$ cat src/dct_pkg.sv
// ----------------------------------------------------------------------------
// DCT package
// Shared constants, types and the cosine coefficient table of the 8x8 DCT.
// ----------------------------------------------------------------------------
package dct_pkg;

   localparam int SAMPLE_WIDTH  = 12;
   localparam int FRACTION_BITS = 16;
   localparam int CONST_BITS    = 24;
   localparam int COEF_WIDTH    = 32;

   typedef enum logic [2:0] {
      ST_LOAD,
      ST_READ,
      ST_MUL,
      ST_ACC,
      ST_STORE,
      ST_EMIT
   } state_type;

   typedef struct packed {
      logic load_product;
      logic accumulate;
      logic first_term;
   } mac_ctrl_type;

   // Cosine constants scaled by 2^24: c1, c2, c3, c4, c6, s1, s3.
   function automatic int cos_q24(input logic [2:0] id);
      int value;
      begin
         unique case (id)
            3'd0:    value = 16454846;
            3'd1:    value = 15500126;
            3'd2:    value = 13949745;
            3'd3:    value = 11863283;
            3'd4:    value = 6420363;
            3'd5:    value = 3273072;
            3'd6:    value = 9320922;
            default: value = 0;
         endcase
         return value;
      end
   endfunction

   // Entry (k, j) of the 8-point DCT matrix as the butterflies of the fast
   // factorization expand it, reduced to frac fraction bits. Even rows are
   // symmetric about the middle of the row, odd rows antisymmetric.
   function automatic int dct_coef(input logic [2:0] k, input logic [2:0] j,
                                   input int frac);
      logic [2:0] id;
      logic       neg;
      logic [1:0] jj;
      logic       upper;
      int         mag;
      begin
         upper = j[2];
         jj    = upper ? ~j[1:0] : j[1:0];
         id    = 3'd3;
         neg   = 1'b0;
         unique case (k)
            3'd0: begin
               id = 3'd3;
            end
            3'd4: begin
               id  = 3'd3;
               neg = (jj == 2'd1) || (jj == 2'd2);
            end
            3'd2: begin
               id  = (jj == 2'd0 || jj == 2'd3) ? 3'd1 : 3'd4;
               neg = jj[1];
            end
            3'd6: begin
               id  = (jj == 2'd0 || jj == 2'd3) ? 3'd4 : 3'd1;
               neg = jj[0];
            end
            3'd1: begin
               unique case (jj)
                  2'd0: id = 3'd0;
                  2'd1: id = 3'd2;
                  2'd2: id = 3'd6;
                  default: id = 3'd5;
               endcase
               neg = upper;
            end
            3'd3: begin
               unique case (jj)
                  2'd0: id = 3'd2;
                  2'd1: id = 3'd5;
                  2'd2: id = 3'd0;
                  default: id = 3'd6;
               endcase
               neg = (jj != 2'd0) ^ upper;
            end
            3'd5: begin
               unique case (jj)
                  2'd0: id = 3'd6;
                  2'd1: id = 3'd0;
                  2'd2: id = 3'd5;
                  default: id = 3'd2;
               endcase
               neg = (jj == 2'd1) ^ upper;
            end
            default: begin
               unique case (jj)
                  2'd0: id = 3'd5;
                  2'd1: id = 3'd6;
                  2'd2: id = 3'd2;
                  default: id = 3'd0;
               endcase
               neg = (jj == 2'd1 || jj == 2'd3) ^ upper;
            end
         endcase
         mag = (cos_q24(id) + (1 <<< (CONST_BITS - 1 - frac))) >>> (CONST_BITS - frac);
         return neg ? -mag : mag;
      end
   endfunction

endpackage

$ cat src/dct_2d_8x8_chen.sv
// ----------------------------------------------------------------------------
// 8x8 two-dimensional DCT
// Orthonormal 8x8 DCT over one shared multiply-accumulate unit.
// ----------------------------------------------------------------------------
//
//  Channel | Direction | Contents
//  --------+-----------+---------------------------------------------------
//  req_    | in        | one sample per item, row-major within the block
//  rsp_    | out       | one coefficient per item, row by row, tlast on 64th
//
// Loading takes one sample per cycle while samples are offered. After the
// 64th sample the block works through the row pass and then the column
// pass, which also waits on the handshake of each coefficient. Each term
// goes through the single multiplier in order as a memory read, a multiply
// and an accumulate. Reset is synchronous and returns the sequencer to
// loading an empty block. The block takes no sample while it computes or
// emits; a stalled result holds the sequencer until it is taken.
//
// Every coefficient is formed directly as the matrix product of the fast
// factorization; since the butterflies are exact integer sums, the result is
// bit for bit that of the butterfly form.
module dct_2d_8x8_chen #(
   parameter int SAMPLE_WIDTH  = dct_pkg::SAMPLE_WIDTH,
   parameter int FRACTION_BITS = dct_pkg::FRACTION_BITS
) (
   input  logic                                      clock,
   input  logic                                      reset,
   input  logic                                      req_tvalid,
   output logic                                      req_tready,
   // bits up: sample
   input  logic [((SAMPLE_WIDTH + 7) / 8) * 8 - 1:0] req_tdata,
   output logic                                      rsp_tvalid,
   input  logic                                      rsp_tready,
   // bits up: coefficient, vertical_frequency, horizontal_frequency
   output logic [39:0]                               rsp_tdata,
   output logic                                      rsp_tlast
);

   localparam int CW         = FRACTION_BITS + 2;
   localparam int ACC_W      = 32 + CW + 3;
   localparam int ROW_SHIFT  = 1;
   localparam int COL_SHIFT  = (FRACTION_BITS > 16) ? (2 * FRACTION_BITS - 15)
                                                     : (FRACTION_BITS + 1);
   localparam int COL_LSHIFT = (FRACTION_BITS < 16) ? (16 - FRACTION_BITS) : 0;

   localparam logic signed [ACC_W-1:0] MAX32 = ACC_W'(64'sh7FFFFFFF);
   localparam logic signed [ACC_W-1:0] MIN32 = -ACC_W'(64'sh80000000);

   dct_pkg::state_type    state_ff, state_in;
   logic [5:0]            count_ff, count_in;
   logic [5:0]            idx_ff, idx_in;
   logic [2:0]            term_ff, term_in;
   logic                  pass_ff, pass_in;
   logic [31:0]           coef_ff, coef_in;

   dct_pkg::mac_ctrl_type mac_ctrl;
   logic signed [ACC_W-1:0] acc;
   logic signed [31:0]    operand_a;
   logic signed [CW-1:0]  operand_b;
   logic [2:0]            k_sel;

   logic                  sample_we;
   logic [5:0]            sample_addr;
   logic [SAMPLE_WIDTH-1:0] sample_rd;
   logic                  row_we;
   logic [5:0]            row_addr;
   logic [31:0]           row_rd;
   logic [31:0]           row_wr;

   logic signed [ACC_W-1:0] row_shift;
   logic signed [ACC_W-1:0] col_shift;
   logic signed [ACC_W-1:0] col_scaled;

   // Row pass: output {r, k} reads samples {r, j}. Column pass: output
   // {u, v} reads row results {j, v} with k = u.
   assign k_sel       = pass_ff ? idx_ff[5:3] : idx_ff[2:0];
   assign sample_addr = (state_ff == dct_pkg::ST_LOAD) ? count_ff : {idx_ff[5:3], term_ff};
   assign row_addr    = (state_ff == dct_pkg::ST_STORE) ? idx_ff : {term_ff, idx_ff[2:0]};
   assign sample_we   = (state_ff == dct_pkg::ST_LOAD) && req_tvalid;
   assign row_we      = (state_ff == dct_pkg::ST_STORE) && !pass_ff;

   assign operand_a = pass_ff ? $signed(row_rd)
                              : 32'($signed(sample_rd));
   assign operand_b = CW'(dct_pkg::dct_coef(k_sel, term_ff, FRACTION_BITS));

   // Shift with truncation toward zero, then saturation to 32 bits.
   assign row_shift  = (acc + (acc[ACC_W-1] ? ACC_W'((1 << ROW_SHIFT) - 1)
                                            : ACC_W'(0))) >>> ROW_SHIFT;
   assign col_shift  = (acc + (acc[ACC_W-1] ? ACC_W'((1 << COL_SHIFT) - 1)
                                            : ACC_W'(0))) >>> COL_SHIFT;
   assign col_scaled = col_shift <<< COL_LSHIFT;

   assign row_wr = (row_shift > MAX32) ? 32'h7FFFFFFF :
                   (row_shift < MIN32) ? 32'h80000000 : row_shift[31:0];

   dct_ram #(.WIDTH(SAMPLE_WIDTH), .DEPTH(64)) u_sample_ram (
      .clock        (clock),
      .write_enable (sample_we),
      .address      (sample_addr),
      .write_data   (req_tdata[SAMPLE_WIDTH-1:0]),
      .read_data    (sample_rd)
   );

   dct_ram #(.WIDTH(32), .DEPTH(64)) u_row_ram (
      .clock        (clock),
      .write_enable (row_we),
      .address      (row_addr),
      .write_data   (row_wr),
      .read_data    (row_rd)
   );

   dct_mac #(.B_WIDTH(CW), .ACC_WIDTH(ACC_W)) u_mac (
      .clock     (clock),
      .ctrl      (mac_ctrl),
      .operand_a (operand_a),
      .operand_b (operand_b),
      .acc       (acc)
   );

   always_ff @(posedge clock) begin
      if (reset) begin
         state_ff <= dct_pkg::ST_LOAD;
         count_ff <= '0;
         idx_ff   <= '0;
         term_ff  <= '0;
         pass_ff  <= 1'b0;
      end else begin
         state_ff <= state_in;
         count_ff <= count_in;
         idx_ff   <= idx_in;
         term_ff  <= term_in;
         pass_ff  <= pass_in;
      end
      coef_ff <= coef_in;
   end

   always_comb begin
      state_in  = state_ff;
      count_in  = count_ff;
      idx_in    = idx_ff;
      term_in   = term_ff;
      pass_in   = pass_ff;
      coef_in   = coef_ff;
      mac_ctrl  = '0;
      req_tready = 1'b0;
      rsp_tvalid = 1'b0;
      unique case (state_ff)
         dct_pkg::ST_LOAD: begin
            req_tready = 1'b1;
            if (req_tvalid) begin
               count_in = count_ff + 6'd1;
               if (count_ff == 6'd63) begin
                  state_in = dct_pkg::ST_READ;
                  idx_in   = '0;
                  term_in  = '0;
                  pass_in  = 1'b0;
               end
            end
         end
         dct_pkg::ST_READ: begin
            state_in = dct_pkg::ST_MUL;
         end
         dct_pkg::ST_MUL: begin
            mac_ctrl.load_product = 1'b1;
            state_in = dct_pkg::ST_ACC;
         end
         dct_pkg::ST_ACC: begin
            mac_ctrl.accumulate = 1'b1;
            mac_ctrl.first_term = (term_ff == 3'd0);
            term_in = term_ff + 3'd1;
            state_in = (term_ff == 3'd7) ? dct_pkg::ST_STORE : dct_pkg::ST_READ;
         end
         dct_pkg::ST_STORE: begin
            if (pass_ff) begin
               coef_in = (col_scaled > MAX32) ? 32'h7FFFFFFF :
                         (col_scaled < MIN32) ? 32'h80000000 : col_scaled[31:0];
               state_in = dct_pkg::ST_EMIT;
            end else begin
               idx_in   = idx_ff + 6'd1;
               state_in = dct_pkg::ST_READ;
               if (idx_ff == 6'd63) begin
                  pass_in = 1'b1;
               end
            end
         end
         dct_pkg::ST_EMIT: begin
            rsp_tvalid = 1'b1;
            if (rsp_tready) begin
               idx_in   = idx_ff + 6'd1;
               state_in = (idx_ff == 6'd63) ? dct_pkg::ST_LOAD : dct_pkg::ST_READ;
            end
         end
         default: begin
            state_in = dct_pkg::ST_LOAD;
         end
      endcase
   end

   assign rsp_tdata = {2'b00, idx_ff[2:0], idx_ff[5:3], coef_ff};
   assign rsp_tlast = rsp_tvalid && (idx_ff == 6'd63);

   // A result is never offered while samples are being taken.
   a_no_overlap: assert property (@(posedge clock) disable iff (reset)
      rsp_tvalid |-> !req_tready)
      else $error("result offered while loading samples");

   // The column pass, and only it, delivers results.
   a_emit_pass: assert property (@(posedge clock) disable iff (reset)
      rsp_tvalid |-> pass_ff)
      else $error("result offered during row pass");

   // The block leaves loading only on the 64th sample.
   a_block_start: assert property (@(posedge clock) disable iff (reset)
      (state_ff == dct_pkg::ST_LOAD && state_in != dct_pkg::ST_LOAD) |->
         (count_ff == 6'd63))
      else $error("computation started on a partial block");

endmodule

$ cat src/dct_ram.sv
// ----------------------------------------------------------------------------
// DCT generic RAM
// Single-port memory with one write or read per cycle and registered read.
// ----------------------------------------------------------------------------
module dct_ram #(
   parameter int WIDTH = 32,
   parameter int DEPTH = 64
) (
   input  logic                     clock,
   input  logic                     write_enable,
   input  logic [$clog2(DEPTH)-1:0] address,
   input  logic [WIDTH-1:0]         write_data,
   output logic [WIDTH-1:0]         read_data
);

   logic [WIDTH-1:0] mem_ff [DEPTH];
   logic [WIDTH-1:0] read_data_ff;

   always_ff @(posedge clock) begin
      if (write_enable) begin
         mem_ff[address] <= write_data;
      end
      read_data_ff <= mem_ff[address];
   end

   assign read_data = read_data_ff;

endmodule

$ cat src/dct_mac.sv
// ----------------------------------------------------------------------------
// DCT multiply-accumulate unit
// Registered signed product followed by a registered accumulator.
// ----------------------------------------------------------------------------
module dct_mac #(
   parameter int B_WIDTH   = 18,
   parameter int ACC_WIDTH = 53
) (
   input  logic                        clock,
   input  dct_pkg::mac_ctrl_type       ctrl,
   input  logic signed [31:0]          operand_a,
   input  logic signed [B_WIDTH-1:0]   operand_b,
   output logic signed [ACC_WIDTH-1:0] acc
);

   logic signed [31+B_WIDTH:0]   product_ff;
   logic signed [31+B_WIDTH:0]   product_in;
   logic signed [ACC_WIDTH-1:0]  acc_ff;
   logic signed [ACC_WIDTH-1:0]  acc_in;
   logic signed [ACC_WIDTH-1:0]  product_ext;

   assign product_in  = operand_a * operand_b;
   assign product_ext = ACC_WIDTH'(product_ff);

   always_comb begin
      acc_in = acc_ff;
      if (ctrl.accumulate) begin
         acc_in = ctrl.first_term ? product_ext : acc_ff + product_ext;
      end
   end

   always_ff @(posedge clock) begin
      if (ctrl.load_product) begin
         product_ff <= product_in;
      end
      acc_ff <= acc_in;
   end

   assign acc = acc_ff;

endmodule

$ cat config.mk
export PLATFORM = sky130hd
export DESIGN_NAME = dct_2d_8x8_chen
export DESIGN_NICKNAME = d
export VERILOG_FILES = /design/src/dct_pkg.sv /design/src/dct_2d_8x8_chen.sv /design/src/dct_ram.sv /design/src/dct_mac.sv
export SDC_FILE = /design/constraint.sdc
export NUM_CORES = 2
export LEC_CHECK = 0
export BUFFER_PORTS_ARGS = -buffer_cell sky130_fd_sc_hd__buf_2
export CAP_MARGIN = 5
export CORE_AREA = 2 2 478 480
export DETAILED_ROUTE_END_ITERATION = 12
export DIE_AREA = 0 0 480 482
export PLACE_DENSITY_LB_ADDON = 0.3
export SYNTH_ARGS = -nofsm -noshare
export SYNTH_HDL_FRONTEND = slang
export SYNTH_SLANG_ARGS = --single-unit
$ cat constraint.sdc
create_clock -name clock -period 30.2 [get_ports clock]
set_input_delay 4.53 -clock clock [delete_from_list [all_inputs] [get_ports clock]]
set_output_delay 4.53 -clock clock [all_outputs]
set_load 0.1 [all_outputs]
==> parameters.txt <==
Parameter                              Value

Floorplan
  Total Die Area ... 231000 um2
  Boundary Pins ... 63
  Initial core utilization ... 0.597
  Area of the placeable core ... 226000 um2
  Die Wd ... 480 um
  Number of placement rows ... 175
  Die H ... 482 um

Detailed routing
  DRT iter0 DRCs ... 12.2k
  Routed wirelength normalized by instance count ... 30.1 um
  Routed via count ... 85.6k
  Overall routed net length ... 380000 um
  Post-DRT Antenna Nets ... 0
  Average via count per standard cell ... 6.80
  Detailed-routing iteration count for the pre-antenna-repair pass ... 8
  Number of DRC violations after detailed routing ... 0

Timing
  Final period util ... 0.442
  Number of pins exceeding their max-slew limit in the final report ... 0
  Remaining max-slew budget at the tightest pin ... 0.130
  Final setup violation count ... 0
  Achievable frequency ... 75.0 MHz
  Final clock skew ... 0.0556 ns
  Final-layout setup total negative slack ... 0 ns
  Slew @ Worst Pin ... 1.31 ns
  Unrepaired setup endpoints after global routing ... no
  Min Clock Period, post-route ... 13.34 ns
  Final-report hold violation count ... 0

Global routing
  Overall track demand over capacity in global routing ... 0.325
  GR Overflow Total ... 0
  Global-route wire length before repair ... 552000 um
  Via count of the first global-routing pass ... 84.4k
  Number of antenna violations at the first check in global routing ... 27
  Pin count of the biggest net entering global routing ... 112

Synthesis
  Primary flip-flop cell chosen by synthesis mapping ... sky130_fd_sc_hd__edfxtp_1
  Async set or reset register ratio after synthesis ... 0
  Register area share after synthesis ... 0.665
  Netlist Area Pre-Place ... 135000 um2
  Yosys cell types ... 97
  #FFs+latches synth ... 3014
  Count of synthesis-stage warnings from yosys ... 0
  Synthesized instance count ... 9284
  Count of flip-flops with a built-in enable after synthesis ... 2951
  Average cell area after synthesis ... 14.5 um2

Clocking
  CTS buffer count ... 290
  TritonCTS clock tree ... done
  Clock transition at path regs ... 0.06 ns
  Cell chosen for the clock root ... sky130_fd_sc_hd__clkbuf_16
  Resized Gates After CTS ... 0
  Number of sinks on the clock net ... 3014
  CTS hold repair buffers ... 0
  H-tree depth ... 5
  Deepest clock path buffer count ... 4
  Number of setup buffers added after CTS ... 0
  Source-to-sink clock delay at the later pin of the worst-skew pair ... 0.92 ns

Finish
  Ratio of cells with drive above 1 in the final layout ... 0.0956
  Area growth, synth to finish ... 10.5%
  Fin util ... 0.659
  Post-route standard cell area excluding fillers ... 149000 um2
  Final Instance Count excl. Fillers ... 12.6k
  Number of nets at the end of the flow ... 10.2k

Placed design
  Cell area after placement ... 140000 um2
  Hpwl dp ... 226000 um
  PortBufs ... 56
  Placer congestion estimate ... 0.907
  Total placed cells including tap cells ... 12.1k

Worst setup path
  Startpoint Class ... register
  Setup crit end kind ... register
  Worst r2r path cells ... 39
  Worst setup path class ... reg2reg
  Critical path's largest stage delay ... 0.90 ns
  Arrival @ worst endpoint ... 13.99 ns
  Slowest CP cell ... sky130_fd_sc_hd__mux2i_1
  Critical Path RT ... 30.85 ns
  Critical path peak fanout ... 60

Hold path
  Min-Delay Path Class ... reg2reg
  Worst Hold Depth ... 2

Run
  Maximum capacitance violations ... 0

Run status
  Outcome ... completed
[cell type report]
| cell class | count | area, um2 |
|---|---|---|
| clock buffers | 362 | 7770 |
| clock inverters | 137 | 896 |
| repair buffers | 341 | 2560 |
| inverters | 698 | 2620 |
| multi-input cells | 5028 | 41700 |
| well taps | 3009 | 3760 |
| diodes | 14 | 35.0 |
| flip-flops and latches | 3014 | 89900 |
| fillers | 15300 | 77200 |
[cell usage in the layout, fill, tap and decap left out, types with 62 or more instances in the layout]
| cell type | instances |
|---|---|
| sky130_fd_sc_hd__edfxtp_1 | 2951 |
| sky130_fd_sc_hd__a21oi_1 | 253 |
| sky130_fd_sc_hd__o21ai_0 | 121 |
| sky130_fd_sc_hd__nand4_1 | 130 |
| sky130_fd_sc_hd__nor2_4 | 74 |
| sky130_fd_sc_hd__a22o_1 | 289 |
| sky130_fd_sc_hd__inv_1 | 694 |
| sky130_fd_sc_hd__ha_1 | 205 |
| sky130_fd_sc_hd__clkbuf_16 | 299 |
| sky130_fd_sc_hd__dfxtp_1 | 62 |
| sky130_fd_sc_hd__buf_4 | 274 |
| sky130_fd_sc_hd__clkinv_1 | 73 |
| sky130_fd_sc_hd__a221oi_1 | 313 |
| sky130_fd_sc_hd__and2_1 | 62 |
| sky130_fd_sc_hd__a22oi_1 | 739 |
| sky130_fd_sc_hd__nand3_1 | 136 |
| sky130_fd_sc_hd__nor4_1 | 64 |
| sky130_fd_sc_hd__a31oi_1 | 244 |
| sky130_fd_sc_hd__nor2_1 | 340 |
| sky130_fd_sc_hd__fa_1 | 555 |
| sky130_fd_sc_hd__xor2_1 | 79 |
| sky130_fd_sc_hd__nand2_1 | 737 |
| sky130_fd_sc_hd__xnor2_1 | 110 |
[Yosys cell counts (all sizes together), types with 83 or more instances]
library cell  instances  share of area
edfxtp             2951           0.66
nand2               746          0.021
a22oi               739          0.041
inv                 697          0.019
fa                  555          0.082
clkbuf              441          0.012
nor2                415          0.012
a221oi              314          0.020
a22o                289          0.019
a21oi               255         0.0094
a31oi               249          0.012
ha                  205          0.019
o21ai               160         0.0060
nand3               137         0.0051
nand4               130         0.0060
xnor2               119         0.0078
buf                 104         0.0034
xor2                 83         0.0054
[path summary, 6_finish.rpt]
path / startpoint / end / slack (ns)
worst max-delay path: pass_ff / u_mac.product_ff[49] / 16.86
worst min-delay path: u_mac.product_ff[17] / u_mac.acc[17] / 0.56
worst max register to register: pass_ff / u_mac.product_ff[49] / 16.86
worst min register to register: u_mac.product_ff[17] / u_mac.acc[17] / 0.56
[cell families (layout without fill, tap and decap cells)]
group,after synthesis,in the layout,share of synthesized area
DFF,3014,3014,0.665
buffers and inverters,1243,1538,0.0351
xor gates and xnor gates,202,202,0.0132
AOI/OAI and AO/OA,2231,2231,0.121
and+or+nand+nor,1775,1775,0.0597
muxes,58,58,0.00462
adders and majority gates,760,760,0.101
other,1,16,0.0000278
[flip-flops by register name, summed over array words and instances (netlist names)]
register                count
u_row_ram.mem_ff         2048
u_sample_ram.mem_ff       768
term_ff                     3
count_ff                    6
pass_ff                     1
u_mac.acc                  53
idx_ff                      6
u_row_ram.read_data        32
coef_ff                    32
state_ff                    3
u_sample_ram.read_data     12
u_mac.product_ff           50
[metal layers]
layer | part of all wire | global-route usage | routed length (um)
met2 | 0.46 | 0.511 | 175000
met5 | 0.00037 | 0 | 142
met1 | 0.36 | 0.433 | 135000
met3 | 0.14 | 0.0902 | 51800
met4 | 0.045 | 0.133 | 17200
[metrics by stage]
stage,setup slack (ns),hold WS (ns)
after detailed placement,17.13,0.551
after global placement,17.39,0.538
after global routing,16.15,0.591
after CTS,17.11,0.567
after floorplan,19.35,0.514
final,16.86,0.557
[worst max-delay path: cells and delay by family, from the launching register on]
family,cells,cell delay (ns)
fa+ha+maj,9,4.08
xor+xnor,1,0.19
compound gates,12,3.74
mux,1,0.90
flops,1,0.59
buf+inv,8,1.84
simple gates,8,1.72
Power is not shown: default switching activity piles up to over one toggle a cycle in this logic, so the estimate is an artifact.
